## src/rtl/core/shh_ram.sv

```systemverilog
// ----------------------------------------------------------------------------
// shh_ram
// Generic simple dual-port RAM: one write port, one registered read port.
// ----------------------------------------------------------------------------
`default_nettype none

module shh_ram #(
    parameter int WIDTH = 8,
    parameter int DEPTH = 16
) (
    input  wire logic                     i_clk,
    input  wire logic                     i_we,
    input  wire logic [$clog2(DEPTH)-1:0] i_waddr,
    input  wire logic [WIDTH-1:0]         i_wdata,
    input  wire logic [$clog2(DEPTH)-1:0] i_raddr,
    output logic      [WIDTH-1:0]         o_rdata
);

    logic [WIDTH-1:0] r_mem [DEPTH];

    always_ff @(posedge i_clk) begin
        if (i_we) begin
            r_mem[i_waddr] <= i_wdata;
        end
        o_rdata <= r_mem[i_raddr];
    end

endmodule

`default_nettype wire
```

## config.mk

```make
export PLATFORM = sky130hd
export DESIGN_NAME = shh_ram
export DESIGN_NICKNAME = d
export VERILOG_FILES = /design/src/rtl/core/shh_ram.sv
export SDC_FILE = /design/constraint.sdc
export NUM_CORES = 1
export LEC_CHECK = 0
export ABC_AREA = 1
export BUFFER_PORTS_ARGS = -buffer_cell sky130_fd_sc_hd__buf_4
export CAP_MARGIN = 0
export CORE_MARGIN = 5
export CORE_UTILIZATION = 30
export DETAILED_ROUTE_END_ITERATION = 16
export PLACE_DENSITY = 0.43
export SLEW_MARGIN = 25
export SYNTH_ARGS = -nofsm -noshare
export SYNTH_HDL_FRONTEND = slang
export SYNTH_SLANG_ARGS = --single-unit
```

## constraint.sdc

```tcl
create_clock -name i_clk -period 1.59 [get_ports i_clk]
set_clock_uncertainty 0.15 [all_clocks]
set_input_delay 0.477 -clock i_clk [delete_from_list [all_inputs] [get_ports i_clk]]
set_output_delay 0.477 -clock i_clk [all_outputs]
set_load 0.005 [all_outputs]
```

==> flow_summary.json, run 1 <==
{
  "status": "finished, final reports clean",
  "whs_path_depth": 3,
  "syn_inst": 551,
  "hold_end": "o_rdata[7]",
  "swShare_pct": 21.5,
  "die-width_um": 149,
  "via_per_inst": 4.31,
  "setup_viol": 0,
  "final_layout_size_suffix_gt1_share_pct": 14.3,
  "pwr-share-seq_pct": 47.3,
  "avgRoutedWirePerCell_um": 16.5,
  "hold_viol_final": 0,
  "ys_warn_count": 0,
  "dp_slack_ps": -117,
  "pwr-share-comb_pct": 6.6,
  "max-slew-margin-rel_pct": 80.3,
  "root_buffer": "clkbuf_16",
  "met2WireLength_um": 6820,
  "grt_pass1_vias": 3707,
  "layout_setup_ws_ps": 48.4,
  "drv_cap": 0,
  "numClockSinks": 136,
  "rows": 50,
  "switchingPower_uw": 1830,
  "min-delay-start": "i_raddr[3]",
  "timing.rr.start": "r_mem[1][4]",
  "post_cts_buffers": 0,
  "nets": 619,
  "startpoint_type": "flip-flop",
  "p_clk_share_pct": 46.1,
  "power-per-cell-area_nw_per_um2": 1210,
  "ys_ff_latch": 136,
  "syn_to_final_growth_pct": 21.8,
  "routed.top_layer": "met4",
  "core_um2": 18800,
  "period_needed_ps": 1540,
  "r2r_slack_ps": 420,
  "critPathMaxStageDelay_ps": 370,
  "antennaDiodeCount": 0,
  "slew_violations": 0,
  "dp_hpwl_um": 9400,
  "worstSetupEndpointType": "output pin",
  "crit_required_ps": 960,
  "cts_tree": "yes",
  "numPortBuffers": 25,
  "worstMarginPinSlew_ps": 295,
  "clk_pin_slew_ps": 60,
  "route.detailed.drc": 0,
  "post-route-period-util_pct": 97.0,
  "grt_util_all_layers_pct": 13.8,
  "gp_congestion": 0.824,
  "rsz0062_at_grt": "false",
  "cts_buffers": 17,
  "start_util_pct": 30.6,
  "grt_max_degree": 35,
  "syn_area_per_cell_um2": 10.5,
  "critPathBufInv": 1,
  "hold_path.class": "in -> reg",
  "htree_levels": 4,
  "p_leak_uw": 0.00301,
  "wl_met3_um": 560,
  "internal_power_uw": 6700,
  "ir_worst_vdd_v": 0.000648,
  "grt.overflow.total": 0,
  "holdWs_ps": 231,
  "synth_fp_nets": 569,
  "insertion_delay_ps": 420,
  "cts_buffer_depth": 2,
  "ioPinCount": 26,
  "cp_slowest_cell": "dfxtp_1",
  "r2r_end": "o_rdata[4]",
  "wl_met1_um": 6850,
  "crit_family": "flip-flops",
  "ant_nets": 0,
  "firstDrtPassIters": 4,
  "crit_arrival_ps": 910,
  "cp_max_fo": 1,
  "cts_resized": 0,
  "antenna_found_initial": 0,
  "path_class": "reg -> out",
  "synth_area_um2": 5770,
  "die_y_um": 149,
  "synth.distinct_cells": 12,
  "die_area_um2": 22100,
  "path_cells": "buf_4",
  "seq_area_frac_synth_pct": 69.4,
  "routed_wl_um": 14400,
  "reg2reg_depth": 6,
  "grt_pass1_wl_um": 22400,
  "drt_iter0_markers": 273,
  "cts_hold_buffers": 0,
  "vias": 3769,
  "nFillCells": 1887,
  "fmax_ghz": 0.649
}
final cells by class:
class	count	area, µm²	area share [%]
clock buffer	19	443	6.31
clock inverter	13	155	2.21
inverter	102	383	5.45
multi-input combinational	289	1210	17.3
sequential	136	4000	57.0
tap	260	325	4.63
timing repair buffer	55	500	7.13
layout by cell type, fill, tap and decap left out, types with 5 or more instances in the layout:
| cell | n |
|---|---|
| nand3_1 | 97 |
| edfxtp_1 | 128 |
| nor2_1 | 17 |
| clkinv_2 | 5 |
| inv_1 | 100 |
| clkbuf_16 | 17 |
| nand2_1 | 173 |
| buf_4 | 48 |
| buf_12 | 7 |
| dfxtp_1 | 8 |
flip-flops by register name, summed over array words and instances, names as in the netlist:
name	cells
r_mem	128
o_rdata	8
layer usage:
| metal | vias up | global-route usage (%) |
|---|---|---|
| met5 | - | 0 |
| met4 | 0 | 5.03 |
| met3 | 15 | 2.68 |
| met2 | 81 | 21.9 |
| met1 | 1801 | 18.8 |
| li1 | 1872 | - |
power groups by stage:
stage	logic (µW)	registers (µW)	clock network [µW]
floorplan	283	4100	0
global placement	582	4110	0
detailed placement	584	4110	0
CTS	587	4040	4010
global route	636	4040	4200
finish	567	4030	3930
cells by family (layout without fill, tap and decap cells):
logic type / count (synthesis) / in the layout / synth area share, %
buffers and inverters: 126 / 189 / 9.52
DFF: 136 / 136 / 69.4
and+or+nand+nor: 289 / 289 / 21.0
synthesized netlist by cell type (all sizes together):
| cell | n | area share (%) |
|---|---|---|
| buf | 24 | 2.9 |
| dfxtp | 8 | 2.8 |
| edfxtp | 128 | 67 |
| inv | 102 | 6.6 |
| nand2 | 173 | 11 |
| nand3 | 97 | 8.4 |
| nand3b | 2 | 0.26 |
| nor2 | 17 | 1.1 |
through the flow:
| step | total power, µW | setup TNS [ps] | util, % | instances | cell area [µm²] |
|---|---|---|---|---|---|
| 2_1_floorplan | 4390 | 0 | - | 551 | 5770 |
| 3_3_place_gp | 4690 | -8280 | 34.1 | 842 | 6430 |
| 3_5_place_dp | 4690 | -8600 | 34.1 | 842 | 6430 |
| 4_1_cts | 8630 | 0 | 37.3 | 874 | 7020 |
| 5_1_grt | 8880 | 0 | 37.3 | 874 | 7020 |
| 6_report | 8530 | 0 | 37.3 | 874 | 7020 |
worst max-delay path by stage:
stage | depth (start not counted) | slack, ps | to | startpoint
6_report | 1 | 50 | o_rdata[0] | o_rdata[0]
5_1_grt | 1 | 4 | o_rdata[0] | o_rdata[0]
3_5_place_dp | 5 | -120 | r_mem[15][6] | i_waddr[3]
3_3_place_gp | 4 | -120 | r_mem[6][6] | i_waddr[3]
2_1_floorplan | 2 | 10 | r_mem[4][0] | i_waddr[3]
4_1_cts | 1 | 10 | o_rdata[0] | o_rdata[0]
Note: power is estimated with default switching activity, not from simulation.
==> run 2, diff against run 1 <==
Settings changed: CORE_UTILIZATION 30 to 55, PLACE_DENSITY 0.43 to 0.72, SLEW_MARGIN 25 to 15.
==> flow_summary.json, run 2 (synthesis results as in run 1) <==
{
  "max-slew-margin-rel_pct": 79.8,
  "cts_buffer_depth": 2,
  "dp_hpwl_um": 8170,
  "layout_setup_ws_ps": -3.74,
  "critPathBufInv": 1,
  "antenna_found_initial": 0,
  "htree_levels": 4,
  "numPortBuffers": 25,
  "period_needed_ps": 1590,
  "nets": 616,
  "worstMarginPinSlew_ps": 303,
  "fmax_ghz": 0.627,
  "post_cts_buffers": 0,
  "ir_worst_vdd_v": 0.000765,
  "largest-register": "r_mem",
  "via_per_inst": 5.27,
  "p_leak_uw": 0.00301,
  "vias": 3936,
  "drv_cap": 0,
  "cts_tree": "yes",
  "grt_util_all_layers_pct": 21.8,
  "ioPinCount": 26,
  "post-route-period-util_pct": 100,
  "slew_violations": 0,
  "syn_to_final_growth_pct": 19.5,
  "core_um2": 10300,
  "hold_viol_final": 0,
  "avgRoutedWirePerCell_um": 17.7,
  "worstSetupEndpointType": "output pin",
  "fin_util_pct": 67.0,
  "power-per-cell-area_nw_per_um2": 1270,
  "p_total_uw": 8730,
  "cts_hold_buffers": 0,
  "grt_use_met2_pct": 34.9,
  "root_buffer": "clkbuf_8",
  "rsz0062_at_grt": "true",
  "placed_area_um2": 6220,
  "cp_max_fo": 1,
  "grt.busiest_layer": "met2",
  "final_common_cell": "nand2_1",
  "antennaDiodeCount": 0,
  "final_cells": 747,
  "ant_nets": 0,
  "die_area_um2": 12600,
  "layout_common_cells": "nand2_1 (173), edfxtp_1 (128), inv_1 (100)",
  "status": "complete, but fails checks",
  "largest_register_ffs": 128,
  "gp_congestion": 0.872,
  "insertion_delay_ps": 530,
  "grt_util_met3_pct": 5.50,
  "crit_required_ps": 960,
  "crit_family": "flip-flops",
  "clk_pin_slew_ps": 60,
  "grt_pass1_wl_um": 20500,
  "path_class": "reg -> out",
  "routed_wl_um": 13200,
  "startpoint_type": "flip-flop",
  "stdcell_area_um2": 6890,
  "grt_pass1_vias": 3791,
  "cts_buffers": 17,
  "path_cells": "buf_6",
  "largestRegisters": "r_mem: 128 flops, o_rdata: 8 flops",
  "die-width_um": 112,
  "rows": 37,
  "grt.overflow.total": 0,
  "setup_viol": 1,
  "violations": "negative setup slack",
  "final_layout_size_suffix_gt1_share_pct": 15.1,
  "start_util_pct": 56.1,
  "hold_path.class": "in -> reg",
  "route.detailed.drc": 0,
  "die_y_um": 112,
  "crit_arrival_ps": 970,
  "grt_util_met1_pct": 29.1,
  "drt_iter0_markers": 305,
  "firstDrtPassIters": 5,
  "dp_cells": 715,
  "cts_resized": 10,
  "numClockSinks": 136,
  "cp_slowest_cell": "dfxtp_2",
  "critPathMaxStageDelay_ps": 350,
  "grt_max_degree": 44,
  "setup_tns_ps": -3.74
}
-- run 2: changes by cell type in the layout (fill, tap and decap cells not counted) --
cell	before	now
clkbuf_8	1	4
dfxtp_2	0	7
buf_6	0	7
clkinvlp_4	3	2
clkinv_2	5	2
clkbuf_16	17	16
bufinv_16	3	4
buf_12	7	5
clkinv_4	2	3
dfxtp_1	8	1
buf_4	48	40
-- run 2: final timing paths --
kind	slack, ps	cells after the start	endpoint	from
max	-4	1	o_rdata[2]	o_rdata[2]
min	130	3	o_rdata[0]	i_raddr[3]
max reg2reg	400	6	o_rdata[6]	r_mem[7][6]
min reg2reg	520	6	o_rdata[5]	r_mem[12][5]
-- run 2: routing by layer --
metal	share of wire [%]	wire, µm
met1	41	5380
met2	49	6510
met3	7.7	1020
met4	2.2	294
met5	0	0
-- run 2: cell type report --
class	count	area (µm²)
clock inverter	11	171
timing repair buffer	52	479
sequential	136	4010
tap	136	170
clock buffer	21	459
multi-input combinational	289	1210
inverter	102	383
fill	779	3390
-- run 2: worst min-delay path, cell delays in order --
cell,delay (ps)
buf_4,150
nand3_1,80
nand2_1,50
-- run 2: power breakdown --
group / total [µW] / internal [µW] / switching [µW]
Sequential: 4040 / 4010 / 29.5
Clock: 4140 / 2670 / 1470
Combinational: 549 / 203 / 347
Total: 8730 / 6890 / 1850
-- run 2: per-stage QoR --
stage / hold WS, ps / worst slack (ps)
global route: 140 / -34.8
detailed placement: 502 / -106
floorplan: 426 / 12.2
finish: 126 / -3.74
global placement: 498 / -67.5
CTS: 115 / -17.3
==> run 3, diff against run 2 <==
--- a/constraint.sdc
+++ b/constraint.sdc
@@ -4,2 +4,2 @@
 set_output_delay 0.477 -clock i_clk [all_outputs]
-set_load 0.005 [all_outputs]
+set_load 0.1 [all_outputs]
==> flow_summary.json, run 3 (synthesis results as in run 1) <==
{
  "syn_to_final_growth_pct": 20.8,
  "firstDrtPassIters": 5,
  "ant_nets": 0,
  "violations": "negative setup slack",
  "die_area_um2": 12600,
  "start_util_pct": 56.1,
  "period_needed_ps": 1680,
  "drv_cap": 0,
  "routed_wl_um": 13200,
  "startpoint_type": "flip-flop",
  "htree_levels": 4,
  "final_cells": 747,
  "numClockSinks": 136,
  "post_cts_buffers": 0,
  "layout_common_cells": "nand2_1 (173), edfxtp_1 (128), inv_1 (100)",
  "die_y_um": 112,
  "fin_util_pct": 67.8,
  "post-route-period-util_pct": 106,
  "grt_util_all_layers_pct": 22.1,
  "crit_family": "flip-flops",
  "whs_path_depth": 3,
  "vias": 3945,
  "via_per_inst": 5.28,
  "nFillCells": 763,
  "ioPinCount": 26,
  "final_common_cell": "nand2_1",
  "grt.overflow.total": 0,
  "dp_slack_ps": -106,
  "hold_end": "o_rdata[0]",
  "ir_worst_vdd_v": 0.000753,
  "nets": 616,
  "pwr-share-comb_pct": 8.6,
  "min-delay-start": "i_raddr[3]",
  "p_clk_share_pct": 46.1,
  "die-width_um": 112,
  "worstMarginPinSlew_ps": 295,
  "setup_viol": 8,
  "gp_congestion": 0.872,
  "root_buffer": "clkbuf_8",
  "power-per-cell-area_nw_per_um2": 1280,
  "r2r_end": "o_rdata[7]",
  "cts_tree": "yes",
  "avgRoutedWirePerCell_um": 17.7,
  "path_cells": "buf_12",
  "cts_hold_buffers": 0,
  "largest_register_ffs": 128,
  "setup_tns_ps": -597,
  "internal_power_uw": 6940,
  "dp_hpwl_um": 8170,
  "insertion_delay_ps": 520,
  "core_um2": 10300,
  "rsz0062_at_grt": "true",
  "critPathMaxStageDelay_ps": 360,
  "cp_max_fo": 1,
  "status": "complete, but fails checks",
  "switchingPower_uw": 2000,
  "crit_arrival_ps": 1060,
  "drt_iter0_markers": 351,
  "antennaDiodeCount": 0,
  "p_leak_uw": 0.00304,
  "grt_max_degree": 44,
  "crit_required_ps": 960,
  "cts_buffer_depth": 2,
  "max-slew-margin-rel_pct": 80.3,
  "r2r_slack_ps": 400,
  "grt_pass1_wl_um": 20800,
  "largest-register": "r_mem",
  "cp_slowest_cell": "dfxtp_2",
  "cts_buffers": 17,
  "reg2reg_depth": 6,
  "path_class": "reg -> out",
  "clk_pin_slew_ps": 60,
  "final_layout_size_suffix_gt1_share_pct": 15.2,
  "layout_setup_ws_ps": -94.2,
  "cts_resized": 32,
  "timing.rr.start": "r_mem[1][7]",
  "fmax_ghz": 0.594,
  "critPathBufInv": 1,
  "p_total_uw": 8940,
  "hold_viol_final": 0,
  "route.detailed.drc": 0,
  "slew_violations": 0,
  "pwr-share-seq_pct": 45.3,
  "numPortBuffers": 25,
  "largestRegisters": "r_mem: 128 flops, o_rdata: 8 flops",
  "antenna_found_initial": 0,
  "swShare_pct": 22.4,
  "worstSetupEndpointType": "output pin",
  "grt_pass1_vias": 3803,
  "rows": 37,
  "hold_path.class": "in -> reg",
  "dp_cells": 715
}
==> run 3: cell types whose count changed in the layout (fill, tap and decap cells not counted) <==
cell | previous run | this run
buf_12 | 5 | 13
buf_4 | 40 | 39
buf_6 | 7 | 0
dfxtp_1 | 1 | 0
dfxtp_2 | 7 | 8
==> run 3: power by group through the flow <==
stage | Combinational [µW] | Sequential (µW) | Clock (µW)
after floorplan | 283 | 4270 | 0
after global placement | 695 | 4110 | 0
after detailed placement | 704 | 4110 | 0
after CTS | 766 | 4050 | 4170
after global routing | 823 | 4060 | 4340
final | 768 | 4050 | 4120
==> run 3: stage by stage <==
stage	instance area (µm²)	hold WS (ps)
floorplan	5770	426
global placement	6220	498
detailed placement	6220	502
CTS	6960	115
global route	6960	134
finish	6960	139
==> run 3: worst register-to-register path: cells and delay by family (launching register included) <==
kind / cells / cell delay, ps
flip-flops: 1 / 370
AND/OR/NAND/NOR: 5 / 470
buffers and inverters: 1 / 70
==> run 3: cell type report <==
type / count / area, µm² / area share, %
clock inverters: 11 / 171 / 2.46
inverters: 102 / 383 / 5.50
multi-input cells: 289 / 1210 / 17.4
flip-flops and latches: 136 / 4010 / 57.6
repair buffers: 52 / 553 / 7.94
clock buffers: 21 / 459 / 6.59
well taps: 136 / 170 / 2.44
==> run 3: routing by layer <==
metal | vias to the layer above | part of all wire [%] | GRT usage (%)
li1 | 1872 | - | -
met1 | 1873 | 41 | 29.2
met2 | 183 | 50 | 35.4
met3 | 17 | 7.0 | 5.98
met4 | 0 | 1.8 | 7.85
met5 | - | 0 | 0
==> run 3: how the worst max path moves through the flow <==
| stage | startpoint | end | slack (ps) | cells after the start |
|---|---|---|---|---|
| floorplan | i_waddr[3] | r_mem[4][0] | 10 | 2 |
| global placement | i_raddr[0] | o_rdata[6] | -70 | 8 |
| detailed placement | i_raddr[0] | o_rdata[6] | -110 | 8 |
| CTS | o_rdata[2] | o_rdata[2] | -120 | 1 |
| global route | o_rdata[2] | o_rdata[2] | -130 | 1 |
| finish | o_rdata[2] | o_rdata[2] | -90 | 1 |
